<file path="src/lkv_pkg.sv">
// ============================================================================
// lkv_pkg: shared types and constants of the LRU key-value table
// Field widths of the stream payloads, command codes and the per-cell
// operation broadcast together with the cell-to-cell chain signals.
// ============================================================================
package lkv_pkg;

    // Stream field widths
    localparam int KEY_FIELD_W   = 32;
    localparam int VALUE_FIELD_W = 32;
    localparam int EVICT_FIELD_W = 3;
    localparam int COUNT_FIELD_W = 7;
    localparam int S_TDATA_W     = KEY_FIELD_W + VALUE_FIELD_W;
    localparam int M_FIELDS_W    = 1 + VALUE_FIELD_W + 1 + EVICT_FIELD_W + COUNT_FIELD_W;
    localparam int M_TDATA_W     = ((M_FIELDS_W + 7) / 8) * 8;

    // Command codes carried in s_tuser
    localparam logic CMD_GET = 1'b0;
    localparam logic CMD_PUT = 1'b1;

    // What every cell does with the current item
    typedef enum logic [1:0] {
        OP_NONE    = 2'd0,
        OP_PROMOTE = 2'd1,
        OP_INSERT  = 2'd2,
        OP_EVICT   = 2'd3
    } lkv_kind_t;

    // Broadcast from the controller to all cells
    typedef struct packed {
        logic      commit;      // apply the update at this edge
        lkv_kind_t kind;
        logic      write_data;  // a put hit overwrites the value
    } lkv_op_t;

    // Passed from one cell to the next: first-match and first-free claims
    typedef struct packed {
        logic match_seen;
        logic free_seen;
    } lkv_chain_t;

endpackage

</file>
<file path="src/lkv_cell.sv">
// ============================================================================
// lkv_cell: one entry of the LRU key-value table
// Holds key, value, valid bit and recency rank; compares the request key,
// claims first match or first free slot along the chain, updates its rank.
// ============================================================================
module lkv_cell #(
    parameter int KEY_W   = 32,
    parameter int VALUE_W = 32,
    parameter int RANK_W  = 4,
    parameter int KEEP    = 15
) (
    input  logic                aclk,
    input  logic                aresetn,
    input  lkv_pkg::lkv_op_t    op,
    input  logic [KEY_W-1:0]    req_key,
    input  logic [VALUE_W-1:0]  req_value,
    input  logic [RANK_W-1:0]   hit_rank,
    input  lkv_pkg::lkv_chain_t chain_in,
    output lkv_pkg::lkv_chain_t chain_out,
    output logic                match,
    output logic                valid,
    output logic [VALUE_W-1:0]  data,
    output logic [RANK_W-1:0]   rank
);
    import lkv_pkg::*;

    logic [KEY_W-1:0]   key_reg;
    logic [VALUE_W-1:0] data_reg;
    logic               valid_reg, valid_next;
    logic [RANK_W-1:0]  rank_reg, rank_next;
    logic               hit_here;
    logic               free_here;

    // Compare and claim along the chain
    assign hit_here  = valid_reg && (key_reg == req_key);
    assign match     = hit_here && !chain_in.match_seen;
    assign free_here = !valid_reg && !chain_in.free_seen;

    assign chain_out.match_seen = chain_in.match_seen | hit_here;
    assign chain_out.free_seen  = chain_in.free_seen | !valid_reg;

    assign valid = valid_reg;
    assign data  = data_reg;
    assign rank  = rank_reg;

    // Next valid bit and rank for the broadcast operation
    always_comb begin
        valid_next = valid_reg;
        rank_next  = rank_reg;
        unique case (op.kind)
            OP_PROMOTE: begin
                if (match) begin
                    rank_next = '0;
                end else if (valid_reg && (rank_reg < hit_rank)) begin
                    rank_next = rank_reg + RANK_W'(1);
                end
            end
            OP_INSERT: begin
                if (free_here) begin
                    valid_next = 1'b1;
                    rank_next  = '0;
                end else if (valid_reg) begin
                    rank_next = rank_reg + RANK_W'(1);
                end
            end
            OP_EVICT: begin
                if (valid_reg && (rank_reg >= RANK_W'(KEEP))) begin
                    valid_next = 1'b0;
                    rank_next  = '0;
                end
            end
            default: begin
            end
        endcase
    end

    // Control state
    always_ff @(posedge aclk) begin
        if (!aresetn) begin
            valid_reg <= 1'b0;
            rank_reg  <= '0;
        end else if (op.commit) begin
            valid_reg <= valid_next;
            rank_reg  <= rank_next;
        end
    end

    // Payload: written on insert, value overwritten on put hit
    always_ff @(posedge aclk) begin
        if (op.commit && (op.kind == OP_INSERT) && free_here) begin
            key_reg  <= req_key;
            data_reg <= req_value;
        end else if (op.commit && (op.kind == OP_PROMOTE) && op.write_data && match) begin
            data_reg <= req_value;
        end
    end

endmodule

</file>
<file path="src/lru_key_value_table.sv">
// ============================================================================
// lru_key_value_table: fixed-capacity key-value table in recency order
// A row of entry cells compares the key in parallel, claims the first match
// or free slot along a chain and updates ranks; a full table drops the new
// item and evicts the least recent entries.
// ============================================================================
//
//  channel   dir   handshake            payload
//  s_        in    s_tvalid/s_tready    tuser: cmd; tdata: key, put_value
//  m_        out   m_tvalid/m_tready    tdata: hit, read_value, stored,
//                                              evicted_count, entry_count
//
//  An item is handled in ST_IDLE, which registers the request, then in ST_EXEC,
//  in which all cells compare and update together and the result is written
//  to the output register. No new item is accepted until it leaves ST_EXEC.
//  A stalled output holds the item in the update cycle and blocks input
//  until the output register is free; one item still enters while a result waits.
//  aresetn (synchronous) clears all valid bits, ranks and the entry count.
//
module lru_key_value_table #(
    parameter int CAPACITY   = 16,
    parameter int KEY_BITS   = 32,
    parameter int VALUE_BITS = 32
) (
    input  logic                           aclk,
    input  logic                           aresetn,
    input  logic                           s_tvalid,
    output logic                           s_tready,
    // s_tdata, low to high: key[31:0], put_value[63:32]
    input  logic [lkv_pkg::S_TDATA_W-1:0]  s_tdata,
    // s_tuser: cmd
    input  logic                           s_tuser,
    output logic                           m_tvalid,
    input  logic                           m_tready,
    // m_tdata, low to high: hit[0], read_value[32:1], stored[33],
    // evicted_count[36:34], entry_count[43:37], zero fill above
    output logic [lkv_pkg::M_TDATA_W-1:0]  m_tdata
);
    import lkv_pkg::*;

    localparam int KEY_W   = (KEY_BITS < KEY_FIELD_W) ? KEY_BITS : KEY_FIELD_W;
    localparam int VALUE_W = (VALUE_BITS < VALUE_FIELD_W) ? VALUE_BITS : VALUE_FIELD_W;
    localparam int RANK_W  = $clog2(CAPACITY);
    localparam int CNT_W   = $clog2(CAPACITY + 1);
    localparam int EVICT_N = ((CAPACITY / 10) < 1) ? 1 : (CAPACITY / 10);
    localparam int KEEP    = CAPACITY - EVICT_N;

    typedef enum logic [1:0] {
        ST_IDLE = 2'b01,
        ST_EXEC = 2'b10
    } state_t;

    state_t               state_reg, state_next;
    logic                 cmd_reg;
    logic [KEY_W-1:0]     key_reg;
    logic [VALUE_W-1:0]   value_reg;
    logic [CNT_W-1:0]     count_reg, count_next;
    logic                 m_valid_reg;
    logic [M_TDATA_W-1:0] m_data_reg, m_data_next;

    lkv_op_t              op;
    lkv_chain_t           chain [0:CAPACITY];
    logic [CAPACITY-1:0]  match_vec;
    logic [CAPACITY-1:0]  valid_vec;
    logic [VALUE_W-1:0]   cell_data [CAPACITY];
    logic [RANK_W-1:0]    cell_rank [CAPACITY];
    logic [VALUE_W-1:0]   hit_data;
    logic [RANK_W-1:0]    hit_rank;
    logic                 any_hit;
    logic                 any_free;
    logic                 out_free;
    logic                 r_stored;
    logic [VALUE_W-1:0]   r_read;
    logic [EVICT_FIELD_W-1:0] r_evicted;

    // Handshake
    assign s_tready = (state_reg == ST_IDLE);
    assign m_tvalid = m_valid_reg;
    assign m_tdata  = m_data_reg;
    assign out_free = !m_valid_reg || m_tready;

    // Entry row
    assign chain[0] = '0;

    for (genvar g = 0; g < CAPACITY; g++) begin : g_cell
        lkv_cell #(
            .KEY_W   (KEY_W),
            .VALUE_W (VALUE_W),
            .RANK_W  (RANK_W),
            .KEEP    (KEEP)
        ) u_cell (
            .aclk      (aclk),
            .aresetn   (aresetn),
            .op        (op),
            .req_key   (key_reg),
            .req_value (value_reg),
            .hit_rank  (hit_rank),
            .chain_in  (chain[g]),
            .chain_out (chain[g+1]),
            .match     (match_vec[g]),
            .valid     (valid_vec[g]),
            .data      (cell_data[g]),
            .rank      (cell_rank[g])
        );
    end

    assign any_hit  = chain[CAPACITY].match_seen;
    assign any_free = chain[CAPACITY].free_seen;

    // Gather value and rank of the matching entry
    always_comb begin
        hit_data = '0;
        hit_rank = '0;
        for (int i = 0; i < CAPACITY; i++) begin
            if (match_vec[i]) begin
                hit_data = hit_data | cell_data[i];
                hit_rank = hit_rank | cell_rank[i];
            end
        end
    end

    // Decide the operation for all cells
    always_comb begin
        op.commit     = (state_reg == ST_EXEC) && out_free;
        op.write_data = (cmd_reg == CMD_PUT);
        priority if (any_hit) begin
            op.kind = OP_PROMOTE;
        end else if ((cmd_reg == CMD_PUT) && any_free) begin
            op.kind = OP_INSERT;
        end else if (cmd_reg == CMD_PUT) begin
            op.kind = OP_EVICT;
        end else begin
            op.kind = OP_NONE;
        end
    end

    // Result fields and next count
    always_comb begin
        count_next = count_reg;
        r_evicted  = '0;
        r_stored   = (cmd_reg == CMD_PUT) && (any_hit || any_free);
        r_read     = ((cmd_reg == CMD_GET) && any_hit) ? hit_data : '0;
        unique case (op.kind)
            OP_INSERT: count_next = count_reg + CNT_W'(1);
            OP_EVICT: begin
                count_next = count_reg - CNT_W'(EVICT_N);
                r_evicted  = EVICT_FIELD_W'(EVICT_N);
            end
            default: begin
            end
        endcase
        m_data_next = M_TDATA_W'({COUNT_FIELD_W'(count_next), r_evicted, r_stored,
                                  VALUE_FIELD_W'(r_read), any_hit});
    end

    // Sequencer
    always_comb begin
        state_next = state_reg;
        unique case (state_reg)
            ST_IDLE: if (s_tvalid) state_next = ST_EXEC;
            ST_EXEC: if (out_free) state_next = ST_IDLE;
            default: state_next = ST_IDLE;
        endcase
    end

    always_ff @(posedge aclk) begin
        if (!aresetn) begin
            state_reg   <= ST_IDLE;
            count_reg   <= '0;
            m_valid_reg <= 1'b0;
        end else begin
            state_reg <= state_next;
            if (op.commit) begin
                count_reg   <= count_next;
                m_valid_reg <= 1'b1;
            end else if (m_tready) begin
                m_valid_reg <= 1'b0;
            end
        end
    end

    // Capture request and result
    always_ff @(posedge aclk) begin
        if (s_tvalid && s_tready) begin
            cmd_reg   <= s_tuser;
            key_reg   <= s_tdata[KEY_W-1:0];
            value_reg <= s_tdata[KEY_FIELD_W +: VALUE_W];
        end
        if (op.commit) begin
            m_data_reg <= m_data_next;
        end
    end

`ifndef SYNTHESIS
    a_count_range: assert property (@(posedge aclk) disable iff (!aresetn)
        count_reg <= CNT_W'(CAPACITY))
        else $error("entry count above capacity");

    a_count_valid: assert property (@(posedge aclk) disable iff (!aresetn)
        $countones(valid_vec) == int'(count_reg))
        else $error("entry count differs from valid entries");

    a_one_match: assert property (@(posedge aclk) disable iff (!aresetn)
        $onehot0(match_vec))
        else $error("more than one cell claims the match");

    a_evict_keep: assert property (@(posedge aclk) disable iff (!aresetn)
        (op.commit && (op.kind == OP_EVICT)) |=> (count_reg == CNT_W'(KEEP)))
        else $error("eviction left wrong entry count");

    a_evict_full: assert property (@(posedge aclk) disable iff (!aresetn)
        ((state_reg == ST_EXEC) && (op.kind == OP_EVICT)) |-> (count_reg == CNT_W'(CAPACITY)))
        else $error("eviction on a table that is not full");
`endif

endmodule
</file>
<file path="config.mk">
export PLATFORM = sky130hd
export DESIGN_NAME = lru_key_value_table
export DESIGN_NICKNAME = d
export VERILOG_FILES = /design/src/lkv_pkg.sv /design/src/lkv_cell.sv /design/src/lru_key_value_table.sv
export SDC_FILE = /design/constraint.sdc
export NUM_CORES = 2
export LEC_CHECK = 0
export BUFFER_PORTS_ARGS = -buffer_cell sky130_fd_sc_hd__buf_2
export CAP_MARGIN = 20
export CORE_UTILIZATION = 60
export DETAILED_ROUTE_END_ITERATION = 10
export GPL_ROUTABILITY_DRIVEN = 1
export PLACE_DENSITY = 0.85
export REMOVE_ABC_BUFFERS = 1
export SETUP_SLACK_MARGIN = 0.02
export SLEW_MARGIN = 20
export SYNTH_ARGS = -nofsm -noshare
export SYNTH_HDL_FRONTEND = slang
export SYNTH_HIERARCHICAL = 1
export SYNTH_SLANG_ARGS = --single-unit
export TNS_END_PERCENT = 1
</file>
<file path="constraint.sdc">
create_clock -name aclk -period 9.4 [get_ports aclk]
set_input_delay 1.41 -clock aclk [delete_from_list [all_inputs] [get_ports aclk]]
set_output_delay 1.41 -clock aclk [all_outputs]
set_load 0.1 [all_outputs]
</file>
Yosys cells after proc, flatten, opt, wreduce, memory -nomap -nowiden

Cells that the tools add are included.

Flip-flop bits (word level): 1219
Latch bits: 0
Memory bits (writable): 0
Memory bits (read-only): 0
Input bits: 69
Output and inout bits: 50
Logic and storage cells: 702
Memories kept: 0

$add $sub $neg: 18
Multiply operators: 0
Divide/modulo/power cells: 0
Order comparisons: 32
Equal/unequal tests: 85
Shift-type cells: 0
Mux-type cells: 216
Bitwise logic cells: 61
Reductions and logical operators: 218

Operators by type and width:

| operator                                         | number |
|---|---|
| 2-to-1 mux 32 bit                                | 48 |
| == test 32 bit                                   | 16 |
| OR 32 bit                                        | 15 |
| 2-to-1 mux 4 bit                                 | 95 |
| one-hot mux 4 bit (3 select lines)               | 16 |
| logical AND 1 bit                                | 118 |
| != test 3 x 1 -> 1 bit, second input constant    | 31 |
| AND reduction 5 bit                              | 15 |
| adder 4 x 1 -> 4 bit, second input constant      | 16 |
| >= comparator 4 bit, second input constant       | 16 |
| less-than comparator 4 bit                       | 16 |
| AND reduction 4 bit                              | 16 |
| != test 2 x 1 -> 1 bit, second input constant    | 31 |
| OR 4 bit                                         | 15 |
| zero test 1 bit                                  | 46 |
| nonzero test 2 bit                               | 18 |
| 2-to-1 mux 1 bit                                 | 34 |
| one-hot mux 1 bit (2 select lines)               | 16 |
| OR 1 bit                                         | 30 |
| 2-to-1 mux 2 bit                                 | 5 |
| one-hot mux 5 bit (2 select lines)               | 1 |
| == test 2 bit, second input constant             | 3 |
| adder 5 x 1 -> 5 bit, second input constant      | 1 |
| subtractor 5 x 1 -> 5 bit, second input constant | 1 |
| 8 further kinds                                  | 11 |

Depth between registers and ports, before layout

Word-level depth: 38
Gate-level depth with buffers: 35
Depth with buffers taken out: 33

By module

Netlist, hierarchy kept.

Modules (own cells, without submodules):

| module                           | instances | cells each | area an instance (µm²) | sequential area each (µm²) |
|---|---|---|---|---|
| lkv_cell at g_cell[0].u_cell ... | 14        | 162        | 2726.4                 | 2021.9 |
| lru_key_value_table              | 1         | 605        | 7165.6                 | 3313.2 |
| lkv_cell at g_cell[8].u_cell ... | 2         | 164        | 2711.4                 | 2021.9 |

Least setup slack after synthesis

No wires, ideal clock.

Path kind: input-to-reg
Start: in m_tready
End: reg g_cell[0].u_cell.data_reg[0], enable pin
Arrival time: 7219 ps
Data required time: 9010 ps
Setup slack: 1791 ps
Stages on the path: 4
Cells stage by stage: nor2b_4 nor2_1 and4b_1 a41o_1

RTL lines:

| what                 | line                      | text |
|---|---|---|
| start, declared      | lru_key_value_table.sv:34 | `input logic m_tready,` |
| end signal, assigned | lkv_cell.sv:92            | `data_reg <= req_value;` |
| end signal, assigned | lkv_cell.sv:94            | `data_reg <= req_value;` |
| end, declared        | lkv_cell.sv:28            | `logic [VALUE_W-1:0] data_reg;` |

==> flow_metrics.py <==
metrics = {
    "drt": {
        "postRouteAntennaNets": 0,
        "wl_mm": 127,
        "viasPerCell": 6.53,
        "drc": 0,
        "num_vias": 30502,
        "drtPass1Iterations": 6,
        "wire_per_inst_um": 27.3,
        "first_iter_violations": 4118,
    },
    "die": {
        "placementRows": 106,
        "core_area_sq_um": 83700,
        "ios": 119,
        "dieWidth_um": 293,
        "die_area_sq_um": 85800,
        "die_h_um": 293,
        "start_util_pct": 60.7,
    },
    "sta": {
        "slew_viol_final": 0,
        "period_needed_ps": 8270,
        "finalSetupViolations": 0,
        "relSlewSlack_pct": 20.3,
        "grt_setup_unrepaired": "false",
        "tns_ps": 0,
        "clock-skew-final_ps": 75.7,
        "hold_violations": 0,
        "finalCritPeriodShare_pct": 88.0,
        "worst_pin_slew_ps": 1200,
        "max_freq_ghz": 0.121,
    },
    "clock_network": {
        "clkLatencyLatePin_ps": 740,
        "cts_tree": "done",
        "cts_resized": 0,
        "clkSlewWorstSetupHoldPaths_ps": 70,
        "h-tree-depth": 3,
        "postCtsHoldBufs": 0,
        "post_cts_buffers": 0,
        "numCtsBuffers": 113,
        "clockRootBuffer": "clkbuf_16",
        "clk_path_buf_depth": 3,
        "numClockSinks": 1217,
    },
    "synthesis": {
        "synth_cells": 3201,
        "synth_edf_count": 1129,
        "synth_top_area_cell": "edfxtp_1",
        "synth_xor_area_share_pct": 8.92,
        "synth_compound_area_share_pct": 10.1,
        "syn-cell-area_sq_um": 50800,
        "avgSynthCellArea_sq_um": 15.9,
        "ys_types": 64,
        "synth_top_area_share_pct": 66.8,
        "synthTopCellsByArea": "edfxtp_1, xnor2_1, dfxtp_1",
        "synth_fa_ha_area_share_pct": 1.69,
        "synth_top_family_by_area": "compound AO/OA/AOI/OAI gates",
        "synth_ff_type": "edfxtp_1",
        "synth_seq_cells": 1217,
        "ys_seq_area_share_pct": 70.3,
        "async_flop_share_pct": 0,
        "synth.area.mux_share_pct": 0.0813,
        "yosys_warnings": 6,
        "yosys.area_share.simple_pct": 7.12,
    },
    "status": {
        "status": "finished, final reports clean",
    },
    "pwr": {
        "leakage_uw": 0.0178,
        "ir_drop_uv": 188,
        "total_power_uw": 10800,
        "power.density_nw_per_um2": 191,
    },
    "critical_path": {
        "critPathSlowestCell": "nand4_1",
        "path_class": "reg2reg",
        "cp.arrival_ps": 8860,
        "cp.required_ps": 9990,
        "crit_path_end_kind": "register",
        "worstSetupStartpointType": "register",
        "critPathMostFrequentCell": "o21bai_1",
        "slowest_delay_ps": 740,
        "cp_max_fo": 22,
    },
    "job": {
        "cap_violations": 0,
    },
    "grt": {
        "grt_antenna_before_repair": 1,
        "grt_max_degree": 79,
        "grt-ovfl-total": 0,
        "grt_use_total_pct": 29.5,
        "grt_pass1_wl_mm": 188,
        "grt_pass1_vias": 30010,
    },
    "layout": {
        "area_delta_synth_final_pct": 11.4,
        "stdcell_area_sq_um": 56600,
        "fill_cells": 5141,
        "utilization_pct": 67.6,
        "drive_above_1_share_pct": 14.8,
        "diodes": 0,
        "layout.nets": 3579,
    },
    "placement": {
        "place_area_sq_um": 53000,
        "gp_congestion": 0.916,
        "placement.io_buffers": 110,
        "place_hpwl_mm": 70.9,
    },
    "hold_path": {
        "hold_path.class": "reg2reg",
    },
}
worst max-delay path: cells and delay by family (launching register included):
family / cells / cell delay, ps
AO/OA/AOI/OAI: 22 / 4030
XOR/XNOR: 1 / 300
adder cells (fa/ha/maj): 1 / 250
buffers and inverters: 3 / 550
flip-flops: 1 / 650
AND/OR/NAND/NOR: 7 / 2350
synth_stat cells (all sizes together) (2+ instances only):
master  instances
a21boi         16
a21o           48
a21oi          23
a221oi        112
a22o          112
a22oi          64
a31oi          46
a41o           16
a41oi          16
and2            2
and2b          14
and3           34
and4            3
and4b          16
buf            69
clkbuf          8
dfxtp          88
edfxtp       1129
ha             67
inv           120
mux2i           3
nand2          89
nand2b         67
nand3          92
nand4         144
nor2           67
nor2b          16
nor3            5
nor4           22
o211ai         15
o21a           16
o21ai          55
o21bai         16
o22ai          44
o31ai          14
o32ai           2
o41ai           2
or3             2
or3b            2
xnor2         492
xor2           25
cell families after synthesis:
group | after synthesis
multiplexers | 4
AND/OR/NAND/NOR | 577
adder cells (fa/ha/maj) | 68
other | 1
XOR/XNOR | 517
AO/OA/AOI/OAI | 620
buffers and inverters | 197
flip-flops | 1217
per-stage QoR:
stage / std cells / hold slack (ps) / worst slack, ps
floorplan: 3136 / 454 / 1790
global placement: 4460 / 467 / 1770
detailed placement: 4460 / 484 / 1580
CTS: 4667 / 493 / 1340
global route: 4668 / 510 / 843
finish: 4668 / 488 / 1130
power by group:
group / switching [uW] / internal (uW)
logic: 236 / 132
clock network: 2020 / 2380
registers: 70.5 / 5950
layout by cell type, fill, tap and decap left out, types with 81 or more instances in the layout:
cell type | synthesis | routed
a221oi_1 | 102 | 102
a22o_1 | 112 | 112
buf_2 | 43 | 109
buf_4 | 10 | 81
clkbuf_16 | 0 | 113
dfxtp_1 | 88 | 88
edfxtp_1 | 1129 | 1129
inv_1 | 119 | 114
nand2_1 | 89 | 89
nand4_1 | 130 | 130
xnor2_1 | 492 | 492
routing by layer:
| metal | vias up | global-route usage, % | part of all wire, % |
|---|---|---|---|
| li1 | 12962 | - | - |
| met1 | 14980 | 39.0 | 36 |
| met2 | 2177 | 46.9 | 47 |
| met3 | 381 | 6.61 | 12 |
| met4 | 2 | 13.8 | 4.4 |
| met5 | - | 0 | 0.013 |
worst paths after layout:
kind	startpoint	endpoint	slack (ps)	depth (start not counted)
max	key_reg[17]	g_cell[9].u_cell/rank[3]	1130	34
min	count_reg[4]	count_reg[4]	490	2
min reg2reg	count_reg[4]	count_reg[4]	490	2
max reg2reg	key_reg[17]	g_cell[9].u_cell/rank[3]	1130	34
area by class of cell:
type	instances	area, sq um	area share [%]
clock buffer	145	3000	5.30
clock inverter	62	569	1.01
inverter	120	453	0.801
multi-input combinational	1799	14300	25.3
sequential	1217	35700	63.1
tap	1134	1420	2.51
timing repair buffer	191	1170	2.08
(Power assumes the default switching activity.)
